### src/rtl/core/rcqm_pkg.sv
`timescale 1ns / 1ps
// ----------------------------------------------------------------------------
// rcqm_pkg
// Shared types and constants of the RED and CoDel queue manager.
// ----------------------------------------------------------------------------
package rcqm_pkg;

  localparam int QUEUE_DEPTH_DEF = 32;
  localparam int TAG_BITS_DEF    = 16;
  localparam int AVG_W           = 22;
  localparam int PROB_W          = 16;
  localparam int TIME_W          = 32;
  localparam int CNT_W           = 6;
  localparam int ST_W            = 3;
  localparam int OTAG_W          = 16;

  localparam logic [ST_W-1:0] ST_ACCEPTED = 3'd0;
  localparam logic [ST_W-1:0] ST_FULL     = 3'd1;
  localparam logic [ST_W-1:0] ST_FORCED   = 3'd2;
  localparam logic [ST_W-1:0] ST_RANDOM   = 3'd3;
  localparam logic [ST_W-1:0] ST_DELIVER  = 3'd4;
  localparam logic [ST_W-1:0] ST_DELAY    = 3'd5;
  localparam logic [ST_W-1:0] ST_EMPTY    = 3'd6;

  localparam logic [2:0] REG_CAPACITY  = 3'd0;
  localparam logic [2:0] REG_WEIGHT    = 3'd1;
  localparam logic [2:0] REG_LOW       = 3'd2;
  localparam logic [2:0] REG_HIGH      = 3'd3;
  localparam logic [2:0] REG_PROB      = 3'd4;
  localparam logic [2:0] REG_PROB_DEG  = 3'd5;
  localparam logic [2:0] REG_TARGET    = 3'd6;
  localparam logic [2:0] REG_INTERVAL  = 3'd7;

  typedef struct packed {
    logic [CNT_W-1:0]  capacity;
    logic [15:0]       avg_weight;
    logic [AVG_W-1:0]  low_threshold;
    logic [AVG_W-1:0]  high_threshold;
    logic [PROB_W-1:0] drop_prob_max;
    logic [PROB_W-1:0] drop_prob_max_degraded;
    logic [TIME_W-1:0] target_delay;
    logic [TIME_W-1:0] drop_interval;
  } cfg_t;

  // Commands from the controller to the datapath.
  typedef struct packed {
    logic capture;   // latch the input item
    logic enq_eval;  // full check and average multiply
    logic avg_sum;   // finish average, decide forced and divide start
    logic div_step;  // one quotient bit
    logic enq_fin;   // decide random drop, push and emit
    logic deq_read;  // read head entry
    logic deq_fin;   // pop, classify and emit
  } cmd_t;

  typedef struct packed {
    logic is_deq;
    logic full;
    logic need_div;
    logic div_done;
    logic empty;
    logic deq_last;
  } stat_t;

endpackage

### src/rtl/core/rcqm_ctrl.sv
`timescale 1ns / 1ps
`default_nettype none
// ----------------------------------------------------------------------------
// rcqm_ctrl
// Sequencer of the queue manager: steps enqueue and dequeue work.
// ----------------------------------------------------------------------------
module rcqm_ctrl (
  input  wire logic           clk,
  input  wire logic           rst_n,
  input  wire logic           start,
  input  wire rcqm_pkg::stat_t st,
  output logic                busy,
  output rcqm_pkg::cmd_t      cmd
);

  typedef enum logic [6:0] {
    S_IDLE  = 7'b0000001,
    S_EVAL  = 7'b0000010,
    S_SUM   = 7'b0000100,
    S_DIV   = 7'b0001000,
    S_FIN   = 7'b0010000,
    S_READ  = 7'b0100000,
    S_POP   = 7'b1000000
  } state_t;

  state_t state_r, state_nxt;

  always_comb begin
    state_nxt = state_r;
    cmd = '0;
    unique case (state_r)
      S_IDLE: begin
        if (start) begin
          cmd.capture = 1'b1;
          state_nxt = S_EVAL;
        end
      end
      S_EVAL: begin
        if (st.is_deq) begin
          state_nxt = st.empty ? S_POP : S_READ;
        end else begin
          cmd.enq_eval = 1'b1;
          state_nxt = st.full ? S_FIN : S_SUM;
        end
      end
      S_SUM: begin
        cmd.avg_sum = 1'b1;
        state_nxt = S_DIV;
      end
      S_DIV: begin
        if (st.need_div && !st.div_done) begin
          cmd.div_step = 1'b1;
        end else begin
          state_nxt = S_FIN;
        end
      end
      S_FIN: begin
        cmd.enq_fin = 1'b1;
        state_nxt = S_IDLE;
      end
      S_READ: begin
        cmd.deq_read = 1'b1;
        state_nxt = S_POP;
      end
      S_POP: begin
        cmd.deq_fin = 1'b1;
        if (st.deq_last) begin
          state_nxt = S_IDLE;
        end else begin
          state_nxt = st.empty ? S_POP : S_READ;
        end
      end
      default: state_nxt = S_IDLE;
    endcase
  end

  always_ff @(posedge clk) begin
    if (!rst_n) begin
      state_r <= S_IDLE;
    end else begin
      state_r <= state_nxt;
    end
  end

  assign busy = (state_r != S_IDLE);

endmodule
`default_nettype wire

### src/rtl/core/rcqm_dp.sv
`timescale 1ns / 1ps
`default_nettype none
// ----------------------------------------------------------------------------
// rcqm_dp
// Datapath: packet store, occupancy average, drop divider and delay tracker.
// ----------------------------------------------------------------------------
module rcqm_dp #(
  parameter int QUEUE_DEPTH = rcqm_pkg::QUEUE_DEPTH_DEF,
  parameter int TAG_BITS    = rcqm_pkg::TAG_BITS_DEF
) (
  input  wire logic                        clk,
  input  wire logic                        rst_n,
  input  wire rcqm_pkg::cfg_t              cfg,
  input  wire rcqm_pkg::cmd_t              cmd,
  output rcqm_pkg::stat_t                  st,
  input  wire logic                        in_cmd,
  input  wire logic [rcqm_pkg::TIME_W-1:0] in_now_time,
  input  wire logic [TAG_BITS-1:0]         in_packet_tag,
  input  wire logic                        in_degraded,
  input  wire logic [15:0]                 in_random_value,
  output logic                             out_valid,
  output logic [rcqm_pkg::ST_W-1:0]        out_status,
  output logic [rcqm_pkg::OTAG_W-1:0]      out_tag,
  output logic [rcqm_pkg::TIME_W-1:0]      out_sojourn,
  output logic [rcqm_pkg::CNT_W-1:0]       out_occupancy,
  output logic                             out_last
);

  localparam int IDX_W = $clog2(QUEUE_DEPTH);
  localparam int AW    = rcqm_pkg::AVG_W;
  localparam int TW    = rcqm_pkg::TIME_W;
  localparam int CW    = rcqm_pkg::CNT_W;
  localparam int NUM_W = rcqm_pkg::PROB_W + AW;
  localparam int QB_W  = $clog2(NUM_W + 1);
  localparam logic [CW-1:0] DEPTH_C = CW'(QUEUE_DEPTH);
  localparam logic [IDX_W-1:0] LAST_IDX = IDX_W'(QUEUE_DEPTH - 1);

  logic [TAG_BITS-1:0] tag_mem [QUEUE_DEPTH];
  logic [TW-1:0]       stamp_mem [QUEUE_DEPTH];

  logic                 is_deq_r;
  logic [TW-1:0]        now_r;
  logic [TAG_BITS-1:0]  tag_r;
  logic                 deg_r;
  logic [15:0]          rnd_r;
  logic [IDX_W-1:0]     head_r, tail_r;
  logic [CW-1:0]        count_r;
  logic [AW-1:0]        avg_r;
  logic                 above_r;
  logic [TW-1:0]        first_r;
  logic                 full_r;
  logic [AW+16:0]       prod_a_r;
  logic [AW+16:0]       prod_b_r;
  logic                 forced_r, need_div_r;
  logic [NUM_W-1:0]     num_r, quo_r;
  logic [AW:0]          rem_r;
  logic [AW-1:0]        den_r;
  logic [QB_W-1:0]      qbit_r;
  logic [TAG_BITS-1:0]  rd_tag_r;
  logic [TW-1:0]        rd_stamp_r;

  logic [CW-1:0]  cap_eff;
  logic [16:0]    w_inv;
  logic [AW+17:0] sum_w;
  logic [AW-1:0]  avg_new;
  logic [AW-1:0]  act_high;
  logic [15:0]    act_p;
  logic [AW+1:0]  high3;
  logic [AW:0]    rem_sh;
  logic [TW-1:0]  soj;
  logic           excess, drop_now;

  assign cap_eff  = (cfg.capacity > DEPTH_C) ? DEPTH_C : cfg.capacity;
  assign w_inv    = 17'h10000 - {1'b0, cfg.avg_weight};
  assign high3    = {2'b00, cfg.high_threshold} + {1'b0, cfg.high_threshold, 1'b0};
  assign act_high = deg_r ? high3[AW+1:2] : cfg.high_threshold;
  assign act_p    = deg_r ? cfg.drop_prob_max_degraded : cfg.drop_prob_max;
  assign sum_w    = {1'b0, prod_a_r} + {1'b0, prod_b_r};
  assign avg_new  = (|sum_w[AW+17:AW+16]) ? {AW{1'b1}} : sum_w[AW+15:16];
  assign rem_sh   = {rem_r[AW-1:0], num_r[NUM_W-1]};
  assign soj      = now_r - rd_stamp_r;
  assign excess   = soj > cfg.target_delay;
  assign drop_now = excess && above_r && ((now_r - first_r) > cfg.drop_interval);

  always_comb begin
    st.is_deq   = is_deq_r;
    st.full     = (count_r >= cap_eff);
    st.need_div = need_div_r;
    st.div_done = (qbit_r == '0);
    st.empty    = (count_r == '0);
    st.deq_last = (count_r == '0) || !drop_now;
  end

  always_ff @(posedge clk) begin
    if (cmd.capture) begin
      is_deq_r <= in_cmd;
      now_r    <= in_now_time;
      tag_r    <= in_packet_tag;
      deg_r    <= in_degraded;
      rnd_r    <= in_random_value;
    end
    if (cmd.enq_eval) begin
      full_r   <= (count_r >= cap_eff);
      prod_a_r <= {{AW{1'b0}}, w_inv} * {17'h0, avg_r};
      prod_b_r <= {{AW{1'b0}}, 1'b0, cfg.avg_weight} * {17'h0, count_r, 16'h0};
    end
    if (cmd.avg_sum) begin
      forced_r   <= avg_new > act_high;
      need_div_r <= (avg_new <= act_high) && (avg_new > cfg.low_threshold)
                    && (act_high > cfg.low_threshold);
      num_r      <= {{AW{1'b0}}, act_p} * {16'h0, avg_new - cfg.low_threshold};
      den_r      <= act_high - cfg.low_threshold;
      rem_r      <= '0;
      quo_r      <= '0;
      qbit_r     <= QB_W'(NUM_W);
    end
    if (cmd.div_step) begin
      num_r  <= {num_r[NUM_W-2:0], 1'b0};
      qbit_r <= qbit_r - 1'b1;
      if (rem_sh >= {1'b0, den_r}) begin
        rem_r <= rem_sh - {1'b0, den_r};
        quo_r <= {quo_r[NUM_W-2:0], 1'b1};
      end else begin
        rem_r <= rem_sh;
        quo_r <= {quo_r[NUM_W-2:0], 1'b0};
      end
    end
    if (cmd.enq_fin && !full_r && !forced_r
        && !(need_div_r && ({16'h0, rnd_r} < quo_r))) begin
      tag_mem[tail_r]   <= tag_r;
      stamp_mem[tail_r] <= now_r;
    end
    if (cmd.deq_read) begin
      rd_tag_r   <= tag_mem[head_r];
      rd_stamp_r <= stamp_mem[head_r];
    end
  end

  always_ff @(posedge clk) begin
    if (!rst_n) begin
      head_r    <= '0;
      tail_r    <= '0;
      count_r   <= '0;
      avg_r     <= '0;
      above_r   <= 1'b0;
      first_r   <= '0;
      out_valid <= 1'b0;
    end else begin
      out_valid <= cmd.enq_fin || cmd.deq_fin;
      if (cmd.avg_sum) begin
        avg_r <= avg_new;
      end
      if (cmd.enq_fin) begin
        out_last      <= 1'b1;
        out_sojourn   <= '0;
        out_tag       <= rcqm_pkg::OTAG_W'(tag_r);
        if (full_r) begin
          out_status    <= rcqm_pkg::ST_FULL;
          out_occupancy <= count_r;
        end else if (forced_r) begin
          out_status    <= rcqm_pkg::ST_FORCED;
          out_occupancy <= count_r;
        end else if (need_div_r && ({16'h0, rnd_r} < quo_r)) begin
          out_status    <= rcqm_pkg::ST_RANDOM;
          out_occupancy <= count_r;
        end else begin
          out_status    <= rcqm_pkg::ST_ACCEPTED;
          tail_r        <= (tail_r == LAST_IDX) ? '0 : tail_r + 1'b1;
          count_r       <= count_r + 1'b1;
          out_occupancy <= count_r + 1'b1;
        end
      end
      if (cmd.deq_fin) begin
        if (count_r == '0) begin
          out_status    <= rcqm_pkg::ST_EMPTY;
          out_tag       <= '0;
          out_sojourn   <= '0;
          out_occupancy <= '0;
          out_last      <= 1'b1;
        end else begin
          head_r        <= (head_r == LAST_IDX) ? '0 : head_r + 1'b1;
          count_r       <= count_r - 1'b1;
          out_occupancy <= count_r - 1'b1;
          out_tag       <= rcqm_pkg::OTAG_W'(rd_tag_r);
          out_sojourn   <= soj;
          out_status    <= drop_now ? rcqm_pkg::ST_DELAY : rcqm_pkg::ST_DELIVER;
          out_last      <= !drop_now;
          if (!excess) begin
            above_r <= 1'b0;
          end else if (!above_r) begin
            above_r <= 1'b1;
            first_r <= now_r;
          end
        end
      end
    end
  end

endmodule
`default_nettype wire

### src/rtl/core/red_codel_queue_manager_core.sv
`timescale 1ns / 1ps
`default_nettype none
// ----------------------------------------------------------------------------
// red_codel_queue_manager_core
// Packet queue with RED admission on enqueue and delay-based drop on dequeue.
// ----------------------------------------------------------------------------
// Channel   Handshake               Payload
// input     start high, busy low    in_cmd, in_now_time, in_packet_tag, ...
// result    out_valid strobe        out_status, out_tag, out_sojourn, ...
// config    APB write access phase  paddr, pwdata (prdata on reads)
//
// An enqueue steps through the capture, evaluation, average sum, divide and finish
// states, and a full drop skips the sum and divide; when the drop probability is
// computed, the restoring divider yields one quotient bit per cycle.
// A dequeue reads the head entry and then pops it; each further popped packet
// passes again through the registered store read, and an empty queue skips the
// read.
// Reset is synchronous; the store contents are not cleared.
// Each result is a one-cycle strobe and the receiver cannot stall it.
module red_codel_queue_manager_core #(
  parameter int QUEUE_DEPTH = rcqm_pkg::QUEUE_DEPTH_DEF,
  parameter int TAG_BITS    = rcqm_pkg::TAG_BITS_DEF
) (
  input  wire logic                        clk,
  input  wire logic                        rst_n,
  input  wire logic                        start,
  output logic                             busy,
  input  wire logic                        in_cmd,
  input  wire logic [rcqm_pkg::TIME_W-1:0] in_now_time,
  input  wire logic [TAG_BITS-1:0]         in_packet_tag,
  input  wire logic                        in_degraded,
  input  wire logic [15:0]                 in_random_value,
  output logic                             out_valid,
  output logic [rcqm_pkg::ST_W-1:0]        out_status,
  output logic [rcqm_pkg::OTAG_W-1:0]      out_tag,
  output logic [rcqm_pkg::TIME_W-1:0]      out_sojourn,
  output logic [rcqm_pkg::CNT_W-1:0]       out_occupancy,
  output logic                             out_last,
  input  wire logic                        psel,
  input  wire logic                        penable,
  input  wire logic                        pwrite,
  input  wire logic [4:0]                  paddr,
  input  wire logic [31:0]                 pwdata,
  output logic [31:0]                      prdata,
  output logic                             pready
);

  rcqm_pkg::cfg_t  cfg_r;
  rcqm_pkg::cmd_t  cmd;
  rcqm_pkg::stat_t st;
  logic [2:0]      reg_idx;

  assign pready  = 1'b1;
  assign reg_idx = paddr[4:2];

  always_ff @(posedge clk) begin
    if (!rst_n) begin
      cfg_r.capacity               <= 6'd32;
      cfg_r.avg_weight             <= 16'd131;
      cfg_r.low_threshold          <= 22'd419430;
      cfg_r.high_threshold         <= 22'd1677722;
      cfg_r.drop_prob_max          <= 16'd6554;
      cfg_r.drop_prob_max_degraded <= 16'd19661;
      cfg_r.target_delay           <= 32'd5000;
      cfg_r.drop_interval          <= 32'd100000;
    end else if (psel && penable && pwrite) begin
      unique case (reg_idx)
        rcqm_pkg::REG_CAPACITY: cfg_r.capacity <= pwdata[5:0];
        rcqm_pkg::REG_WEIGHT:   cfg_r.avg_weight <= pwdata[15:0];
        rcqm_pkg::REG_LOW:      cfg_r.low_threshold <= pwdata[21:0];
        rcqm_pkg::REG_HIGH:     cfg_r.high_threshold <= pwdata[21:0];
        rcqm_pkg::REG_PROB:     cfg_r.drop_prob_max <= pwdata[15:0];
        rcqm_pkg::REG_PROB_DEG: cfg_r.drop_prob_max_degraded <= pwdata[15:0];
        rcqm_pkg::REG_TARGET:   cfg_r.target_delay <= pwdata;
        rcqm_pkg::REG_INTERVAL: cfg_r.drop_interval <= pwdata;
        default: ;
      endcase
    end
  end

  always_comb begin
    unique case (reg_idx)
      rcqm_pkg::REG_CAPACITY: prdata = {26'h0, cfg_r.capacity};
      rcqm_pkg::REG_WEIGHT:   prdata = {16'h0, cfg_r.avg_weight};
      rcqm_pkg::REG_LOW:      prdata = {10'h0, cfg_r.low_threshold};
      rcqm_pkg::REG_HIGH:     prdata = {10'h0, cfg_r.high_threshold};
      rcqm_pkg::REG_PROB:     prdata = {16'h0, cfg_r.drop_prob_max};
      rcqm_pkg::REG_PROB_DEG: prdata = {16'h0, cfg_r.drop_prob_max_degraded};
      rcqm_pkg::REG_TARGET:   prdata = cfg_r.target_delay;
      rcqm_pkg::REG_INTERVAL: prdata = cfg_r.drop_interval;
      default:                prdata = '0;
    endcase
  end

  rcqm_ctrl u_ctrl (
    .clk   (clk),
    .rst_n (rst_n),
    .start (start),
    .st    (st),
    .busy  (busy),
    .cmd   (cmd)
  );

  rcqm_dp #(
    .QUEUE_DEPTH (QUEUE_DEPTH),
    .TAG_BITS    (TAG_BITS)
  ) u_dp (
    .clk             (clk),
    .rst_n           (rst_n),
    .cfg             (cfg_r),
    .cmd             (cmd),
    .st              (st),
    .in_cmd          (in_cmd),
    .in_now_time     (in_now_time),
    .in_packet_tag   (in_packet_tag),
    .in_degraded     (in_degraded),
    .in_random_value (in_random_value),
    .out_valid       (out_valid),
    .out_status      (out_status),
    .out_tag         (out_tag),
    .out_sojourn     (out_sojourn),
    .out_occupancy   (out_occupancy),
    .out_last        (out_last)
  );

  a_no_result_idle: assert property (@(posedge clk) disable iff (!rst_n)
    !busy |=> !out_valid)
    else $error("result transfer while idle");

  a_last_frees: assert property (@(posedge clk) disable iff (!rst_n)
    (out_valid && out_last) |-> !busy)
    else $error("busy after final transfer");

  a_occ_bound: assert property (@(posedge clk) disable iff (!rst_n)
    out_valid |-> (out_occupancy <= rcqm_pkg::CNT_W'(QUEUE_DEPTH)))
    else $error("occupancy beyond depth");

  a_empty_zero: assert property (@(posedge clk) disable iff (!rst_n)
    (out_valid && out_status == rcqm_pkg::ST_EMPTY) |-> (out_occupancy == '0))
    else $error("empty result with packets held");

endmodule
`default_nettype wire
### config.mk
export PLATFORM = sky130hd
export DESIGN_NAME = red_codel_queue_manager_core
export DESIGN_NICKNAME = d
export VERILOG_FILES = /design/src/rtl/core/rcqm_pkg.sv /design/src/rtl/core/rcqm_ctrl.sv /design/src/rtl/core/rcqm_dp.sv /design/src/rtl/core/red_codel_queue_manager_core.sv
export SDC_FILE = /design/constraint.sdc
export NUM_CORES = 2
export LEC_CHECK = 0
export ABC_AREA = 1
export BUFFER_PORTS_ARGS = -buffer_cell sky130_fd_sc_hd__buf_2
export CAP_MARGIN = 40
export CORE_ASPECT_RATIO = 1.25
export CORE_MARGIN = 2
export CORE_UTILIZATION = 45
export DETAILED_ROUTE_END_ITERATION = 8
export PLACE_DENSITY_LB_ADDON = 0.05
export SYNTH_ARGS = -nofsm -noshare
export SYNTH_HDL_FRONTEND = slang
export SYNTH_HIERARCHICAL = 1
export SYNTH_SLANG_ARGS = --single-unit
### constraint.sdc
create_clock -name clk -period 8.8 [get_ports clk]
set_input_delay 0 -clock clk [delete_from_list [all_inputs] [get_ports clk]]
set_output_delay 0 -clock clk [all_outputs]
set_load 0.01 [all_outputs]
-- Yosys cells after proc, flatten, opt, wreduce, memory -nomap -nowiden
Memories as Yosys holds them, arrays and structs flattened. A register that Yosys moved wholly into a read port is not among the register bits.
Index checks and enable logic that the tools add are counted.
- shift operators: 0
- mux-type cells: 62
- add/sub/neg operators: 13
- order comparisons: 10
- multipliers: 3
- divide/modulo/power cells: 0
- bitwise gates (word level): 5
- reductions and logical operators: 37
- equality and inequality tests: 19
- operators with widths (cell ; count):
    32-bit one-hot mux with 8 select lines ; 1
    38-bit 2-to-1 mux ; 4
    22-bit 2-to-1 mux ; 5
    32-bit 2-to-1 mux ; 3
    6-bit 2-to-1 mux ; 12
    22-bit > comparator ; 3
    22-bit subtractor ; 3
    32-bit > comparator ; 2
    16-bit 2-to-1 mux ; 4
    32-bit subtractor ; 2
    7-bit one-hot mux with 6 select lines ; 1
    39-bit by 38-bit adder with 40-bit output ; 1
    17-bit by 22-bit multiplier with 39-bit output ; 1
    16-bit by 38-bit < comparator with 1-bit output ; 1
    16-bit by 22-bit multiplier with 38-bit output ; 1
    7-bit 2-to-1 mux ; 5
    22-bit by 23-bit adder with 24-bit output ; 1
    23-bit by 22-bit greater-or-equal comparator with 1-bit output ; 1
    22-bit less-or-equal comparator ; 1
    16-bit by 6-bit multiplier with 22-bit output ; 1
    2-bit AND reduction ; 11
    1-bit 2-to-1 mux ; 18
    17-bit by 16-bit subtractor with 17-bit output (first input constant) ; 1
    3-bit 2-to-1 mux ; 5
    29 further kinds ; 61
- latch bits: 0
- memories: 2
- input port bits: 109
- memory bits (read-only): 0
- word-level logic and storage cells: 188
- memory bits (writable): 1536
- output and inout bits: 93
- flip-flop bits (word level): 555
- memories (name ; words ; width ; read ports ; clocked after Yosys merged registers in ; write ports ; RTL line ; RTL):
    u_dp.stamp_mem ; 32 ; 32 ; 1 ; 1 ; 1 ; rcqm_dp.sv:39 ; logic [TW-1:0] stamp_mem [QUEUE_DEPTH];
    u_dp.tag_mem ; 32 ; 16 ; 1 ; 1 ; 1 ; rcqm_dp.sv:38 ; logic [TAG_BITS-1:0] tag_mem [QUEUE_DEPTH];

-- Longest topological paths before layout
- depth after elaboration: 8
- depth in mapped cells: 49
- gate-level depth less buffers: 48

-- By module
The synthesis kept the hierarchy.
- by module, submodules not included (module ; instances ; sequential area each (sq um) ; cells each ; area an instance (sq um)):
    rcqm_dp ; 1 ; 57945.6 ; 11119 ; 114063.1
    red_codel_queue_manager_core ; 1 ; 3243.1 ; 1019 ; 7190.6
    rcqm_ctrl ; 1 ; 140.1 ; 71 ; 476.7

-- Worst setup path before layout
Ideal clock, no wire load.
- path kind: reg-to-reg
- start point: register u_dp.prod_a_r[16]
- end point: register u_dp.num_r[28], data pin
- period minus slack after synthesis: 8.465 ns
- setup time: 0.260 ns
- arrival time: 8.205 ns
- required time: 8.540 ns
- cell stages (with the launch flop): 45
- path slack: 0.335 ns
- buffers on the path: 1
- cell sequence: edfxtp_1 -> ha_1 -> inv_1 -> fa_1 -> inv_1 -> nand3_1 -> nor2_1 -> nor2_4 -> inv_2 -> nand3_1 -> nand3_2 -> xnor2_2 -> nand2_2 -> nor2_1 -> ha_1 -> inv_1 -> fa_1 -> nand3_1 -> [9 not listed] -> fa_1 -> fa_1 -> inv_1 -> fa_1 -> fa_1 -> inv_1 -> fa_1 -> inv_1 -> ha_1 -> nand2_1 -> nor2_1 -> inv_1 -> nor4_1 -> a21oi_1 -> o21ai_0 -> nand2_1 -> nand2_1 -> o21ai_0
- cells in the longest elaborated chain, start to end: 7
- RTL lines (what ; RTL line ; RTL):
    from (decl) ; rcqm_dp.sv:52 ; logic [AW+16:0] prod_a_r;
    from (signal assigned) ; rcqm_dp.sv:104 ; prod_a_r <= {{AW{1'b0}}, w_inv} * {17'h0, avg_r};
    39-bit by 38-bit adder with 40-bit output (*) ; rcqm_dp.sv:78 ; assign sum_w = {1'b0, prod_a_r} + {1'b0, prod_b_r};
    2-bit OR reduction ; rcqm_dp.sv:79 ; assign avg_new = (|sum_w[AW+17:AW+16]) ? {AW{1'b1}} : sum_w[AW+15:16];
    22-bit 2-to-1 mux (*) ; rcqm_dp.sv:79 ;
    22-bit subtractor (*) ; rcqm_dp.sv:111 ; num_r <= {{AW{1'b0}}, act_p} * {16'h0, avg_new - cfg.low_threshold};
    16-bit by 22-bit multiplier with 38-bit output (*) ; rcqm_dp.sv:111 ;
    38-bit 2-to-1 mux (*) ; rcqm_dp.sv:107 ; if (cmd.avg_sum) begin
    38-bit 2-to-1 mux (*) ; rcqm_dp.sv:117 ; if (cmd.div_step) begin
    to (signal assigned) ; rcqm_dp.sv:111 ;
    to (signal assigned) ; rcqm_dp.sv:118 ; num_r <= {num_r[NUM_W-2:0], 1'b0};
    to (decl) ; rcqm_dp.sv:55 ; logic [NUM_W-1:0] num_r, quo_r;
Every way passes the cells marked *; elsewhere a longest branch is shown, timed or not. The select of a mux whose other input is x is not followed.
A chain may end at the register's enable or synchronous reset.

-- Worst setup path in the final report
- start point: register u_dp.prod_a_r[26]
- end point: register u_dp.num_r[37], data pin
- cells in the longest elaborated chain, start to end: 7
- RTL lines (what ; RTL line ; RTL):
    39-bit by 38-bit adder with 40-bit output (*) ; rcqm_dp.sv:78 ;
    2-bit OR reduction ; rcqm_dp.sv:79 ;
    22-bit 2-to-1 mux (*) ; rcqm_dp.sv:79 ;
    via u_dp.avg_new[12] ; rcqm_dp.sv:65 ; logic [AW-1:0] avg_new;
    22-bit subtractor (*) ; rcqm_dp.sv:111 ;
    16-bit by 22-bit multiplier with 38-bit output (*) ; rcqm_dp.sv:111 ;
    38-bit 2-to-1 mux (*) ; rcqm_dp.sv:107 ;
    38-bit 2-to-1 mux (*) ; rcqm_dp.sv:117 ;
The timed path passes the listed nets; every way through them passes the cells marked *. The select of a mux whose other input is x is not followed.

==> summary.md <==
The flow ran to the end, and the final reports show no timing, DRC or antenna violations. The detailed router finished its first iteration with 8283 violations. Counting every net in the synthesized netlist gives 13498. In the global route stage, overall resource usage came out at 30.2%. The longest clock path from root to sink contains 4 buffers. The run gives 93585 as the total via count after detailed routing. The run gives 202 as the number of top-level pins.

For this design the ratio of total power to cell area is 262 mW/mm². Summed over all cells, the static leakage comes to 56.9 nW. For the total wire length, the log shows 423 mm. The relative slew slack is 33.4%. Setup total negative slack on the finished layout was measured at 0 ns.

For the initial antenna violation count, the log shows 20. The floorplan step defined a die boundary enclosing 0.275 mm². The launching instance or port of the critical path was u_dp/prod_a_r[26].

Measured along the x axis, the die boundary spans 469 µm. The worst setup path is captured at a register. Among all flip-flop cells after synthesis, the most frequent one is edfxtp_1. The async set-or-reset flop fraction in the synthesized netlist works out to 0%. At the end of the flow the core is filled with cells to 52.6%.

The worst hold slack across all endpoints was 0.0753 ns; the max-cap check violation count was 0. The startpoint identified for the worst register-to-register timing path is u_dp/prod_a_r[26]. At the pin with the least slew margin, the transition time is 0.999 ns.

The cell family contributing the most delay on the critical path is adder cells. By area the synthesized netlist is led by edfxtp_1 46%, fa_1 11%, nor2_1 5.7%, ha_1 5.6%, o21ai_0 5.2%. The first-pass GRT wire length came out at 618 mm. CTS built an H-tree with a depth of 4.

Pre-CTS setup slack: -0.599 ns. The logs give 0 for the final count of pins violating max slew and 0.21 ns for the reg2reg setup slack. Fill cells in the final layout number 24214. The final critical path takes up 97.6% of the cycle. The minimum clock period came out at 8.59 ns.

The number of rows in the core area was 213; the fraction of layout instances using a drive strength above 1 was 12.4%. By instance count, the cell type seen most on the critical path is fa_1. On the worst path, the slowest cell contributes a delay of 0.53 ns. The master of the slowest instance on the critical path was fa_1. The proportion of netlist area held by the largest area contributor works out to 46.4%. The count of flip-flops with a built-in enable after synthesis is 1881. The root buffer cell chosen for the clock tree is clkbuf_16.

Of all nets on the critical path, the largest fanout is 5. After detailed routing, the average wire length per cell comes to 25.4 µm. The per-instance average area after synthesis is 9.97 µm², and the number of buffers added by the clock tree synthesis step is 224. The logs give 12209 for the number of cells produced by synthesis and 0.211 ns for the worst-case setup margin in the final layout. The synthesized design contains 2123 register bits.

For this run, the detailed router's first-pass iteration total came to 6. The tools report the final count of hold timing violations as 0. The startpoint identified for the worst hold timing path is in_now_time[18]. Port buffering added 198 buffers. After floorplanning, the core was sized to cover 0.269 mm². After the last flow step, the layout net total stands at 14187. The most instantiated library cell after synthesis was edfxtp_1.

Together, buffers and inverters on the worst path number 8. Final HPWL from detailed placement: 287 mm. The type of the most critical hold path was input pin to register. The via count of the first global-routing pass was 93357. The yosys synthesis warning count is 6, and the die outline height is 586 µm. The mean number of vias per cell was 5.63; the final routed DRC violation total was 0. The clock skew was 0.0899 ns; the unique cell type count in the Yosys netlist was 72.

Clock-pin slew was measured on the worst setup and hold paths at 0.07 ns. The commonest cells after synthesis are 1881 x edfxtp_1, 1860 x nor2_1, 1671 x nand2_1. Setup repair after global routing could not meet its margin everywhere. The largest total area in the synthesized netlist belongs to edfxtp_1. The tree built by TritonCTS fans out to 2123 sinks. TritonCTS built the clock tree.

The congestion estimate from routability-driven global placement came to 1.00. The cell area that synthesis handed to floorplanning was 0.122 mm². The critical path in this run is classified as register to register.

The run gives 45.2% as the effective utilization at floorplan. The required time of the worst setup path is 9.40 ns. In this run the remaining antenna-violating nets after routing total 0.

The worst-case IR drop observed on VDD is 986 µV. The clock reaches the later pin of the worst-skew pair after 0.91 ns. Based on the critical path, the design can be clocked at up to 0.116 GHz. The tools report the type of element launching the critical path as a register. After global routing the overflow that remains totals 0. At the worst endpoint, the arrival time is 9.19 ns. Entering global routing, the biggest net connects 186 pins.

Setup violations remaining at the end of the flow were counted as 0. Summing the sequential cell areas from Yosys gives 50.4% of the chip area. From synthesis to final layout, the design area changed by 16.4%.
==> worst register-to-register path: cells and delay by family, from the launching register on <==
family          cells  cell delay, ns
fa+ha+maj           9            3.82
buf+inv             8            0.82
xor+xnor            1            0.19
compound gates      8            1.34
flops               1            0.42
simple gates       13            1.76
==> layout by cell type, fill, tap and decap left out, types with 52 or more instances in the layout <==
| master | Yosys | final |
|---|---|---|
| a21oi_1 | 396 | 350 |
| buf_2 | 114 | 199 |
| buf_4 | 19 | 568 |
| clkbuf_1 | 406 | 54 |
| clkbuf_16 | 0 | 231 |
| clkinv_1 | 16 | 55 |
| dfxtp_1 | 242 | 237 |
| dlygate4sd3_1 | 0 | 197 |
| edfxtp_1 | 1881 | 1881 |
| fa_1 | 639 | 625 |
| ha_1 | 541 | 491 |
| inv_1 | 1507 | 1482 |
| nand2_1 | 1671 | 1620 |
| nand2_2 | 9 | 52 |
| nand3_1 | 383 | 370 |
| nand4_1 | 75 | 75 |
| nor2_1 | 1860 | 1771 |
| nor2_4 | 11 | 65 |
| o211ai_1 | 73 | 73 |
| o21ai_0 | 1258 | 1221 |
| o21ai_1 | 118 | 141 |
| o221ai_1 | 194 | 194 |
| o22ai_1 | 192 | 192 |
| xnor2_1 | 56 | 54 |
| xor2_1 | 115 | 113 |
==> timing repair <==
| action | in CTS | in global routing |
|---|---|---|
| setup buffers | 10 | 23 |
| hold endpoints to repair | 264 | 0 |
| hold buffers | 197 | 0 |
| resized for setup | 138 | 261 |
| endpoints found under the setup margin | 27 | 27 |
| gates cloned | 1 | 0 |
| pin swaps | 38 | 116 |
==> logic make-up (layout without fill, tap and decap cells) <==
logic type | after synthesis | in the layout | synth area share (%)
and+or+nand+nor | 4179 | 4179 | 14.0
AOI/OAI and AO/OA | 2423 | 2423 | 11.4
buffers and inverters | 2126 | 2994 | 6.86
DFF | 2123 | 2123 | 50.4
adders and majority gates | 1180 | 1180 | 16.1
xor gates and xnor gates | 177 | 177 | 1.32
other | 1 | 3 | 0.00308
==> per-stage QoR <==
stage,cell area [µm²],power [W],instances
2_1_floorplan,122000,0.0182,12209
3_3_place_gp,130000,0.0241,15944
3_5_place_dp,130000,0.0241,15987
4_1_cts,140000,0.0352,16600
5_1_grt,142000,0.0392,16625
6_report,142000,0.0371,16626
==> report_power, final <==
part / leakage [nW] / switching, W / total, W / internal, W
clock: 3.55 / 0.00406 / 0.00962 / 0.00556
combinational: 34.1 / 0.00902 / 0.0163 / 0.00732
sequential: 19.2 / 0.0000632 / 0.0111 / 0.0110
==> path summary, 6_finish.rpt <==
path	to	cells after the start
max reg2reg	u_dp/num_r[37]	39
min reg2reg	u_dp/num_r[0]	2
max	u_dp/num_r[37]	39
min	u_dp/now_r[18]	2
==> area by class of cell <==
| type | instances | area [µm²] | share of cell area [%] |
|---|---|---|---|
| Multi-Input combinational cell | 7960 | 54000 | 38.1 |
| Tap cell | 3547 | 4440 | 3.13 |
| Timing Repair Buffer | 1041 | 8740 | 6.17 |
| Antenna cell | 2 | 5.00 | 0.00353 |
| Sequential cell | 2123 | 61300 | 43.3 |
| Clock buffer | 286 | 6000 | 4.23 |
| Clock inverter | 119 | 1290 | 0.910 |
| Inverter | 1547 | 5880 | 4.15 |
| Timing Repair inverter | 1 | 8.76 | 0.00618 |
==> registers in the layout, summed over array words and instances, names as in the netlist, 7 cells and up <==
signal            count
cfg_r               162
u_ctrl/state_r        7
u_dp/avg_r           22
u_dp/den_r           22
u_dp/first_r         32
u_dp/now_r           32
u_dp/num_r           38
u_dp/out_sojourn     32
u_dp/out_tag         16
u_dp/prod_a_r        23
u_dp/prod_b_r        22
u_dp/quo_r           38
u_dp/rd_stamp_r      32
u_dp/rd_tag_r        16
u_dp/rem_r           22
u_dp/rnd_r           16
u_dp/stamp_mem     1024
u_dp/tag_mem        512
u_dp/tag_r           16
==> metal layers <==
metal,global-route usage (%),wire [µm],up-vias,part of all wire [%]
met3,3.10,22600,746,5.4
met5,0,42,-,0.0099
li1,-,-,42574,-
met4,12.4,19800,6,4.7
met2,53.1,211000,3069,50
met1,38.2,170000,47190,40
Note: power is estimated with default switching activity, not from simulation.
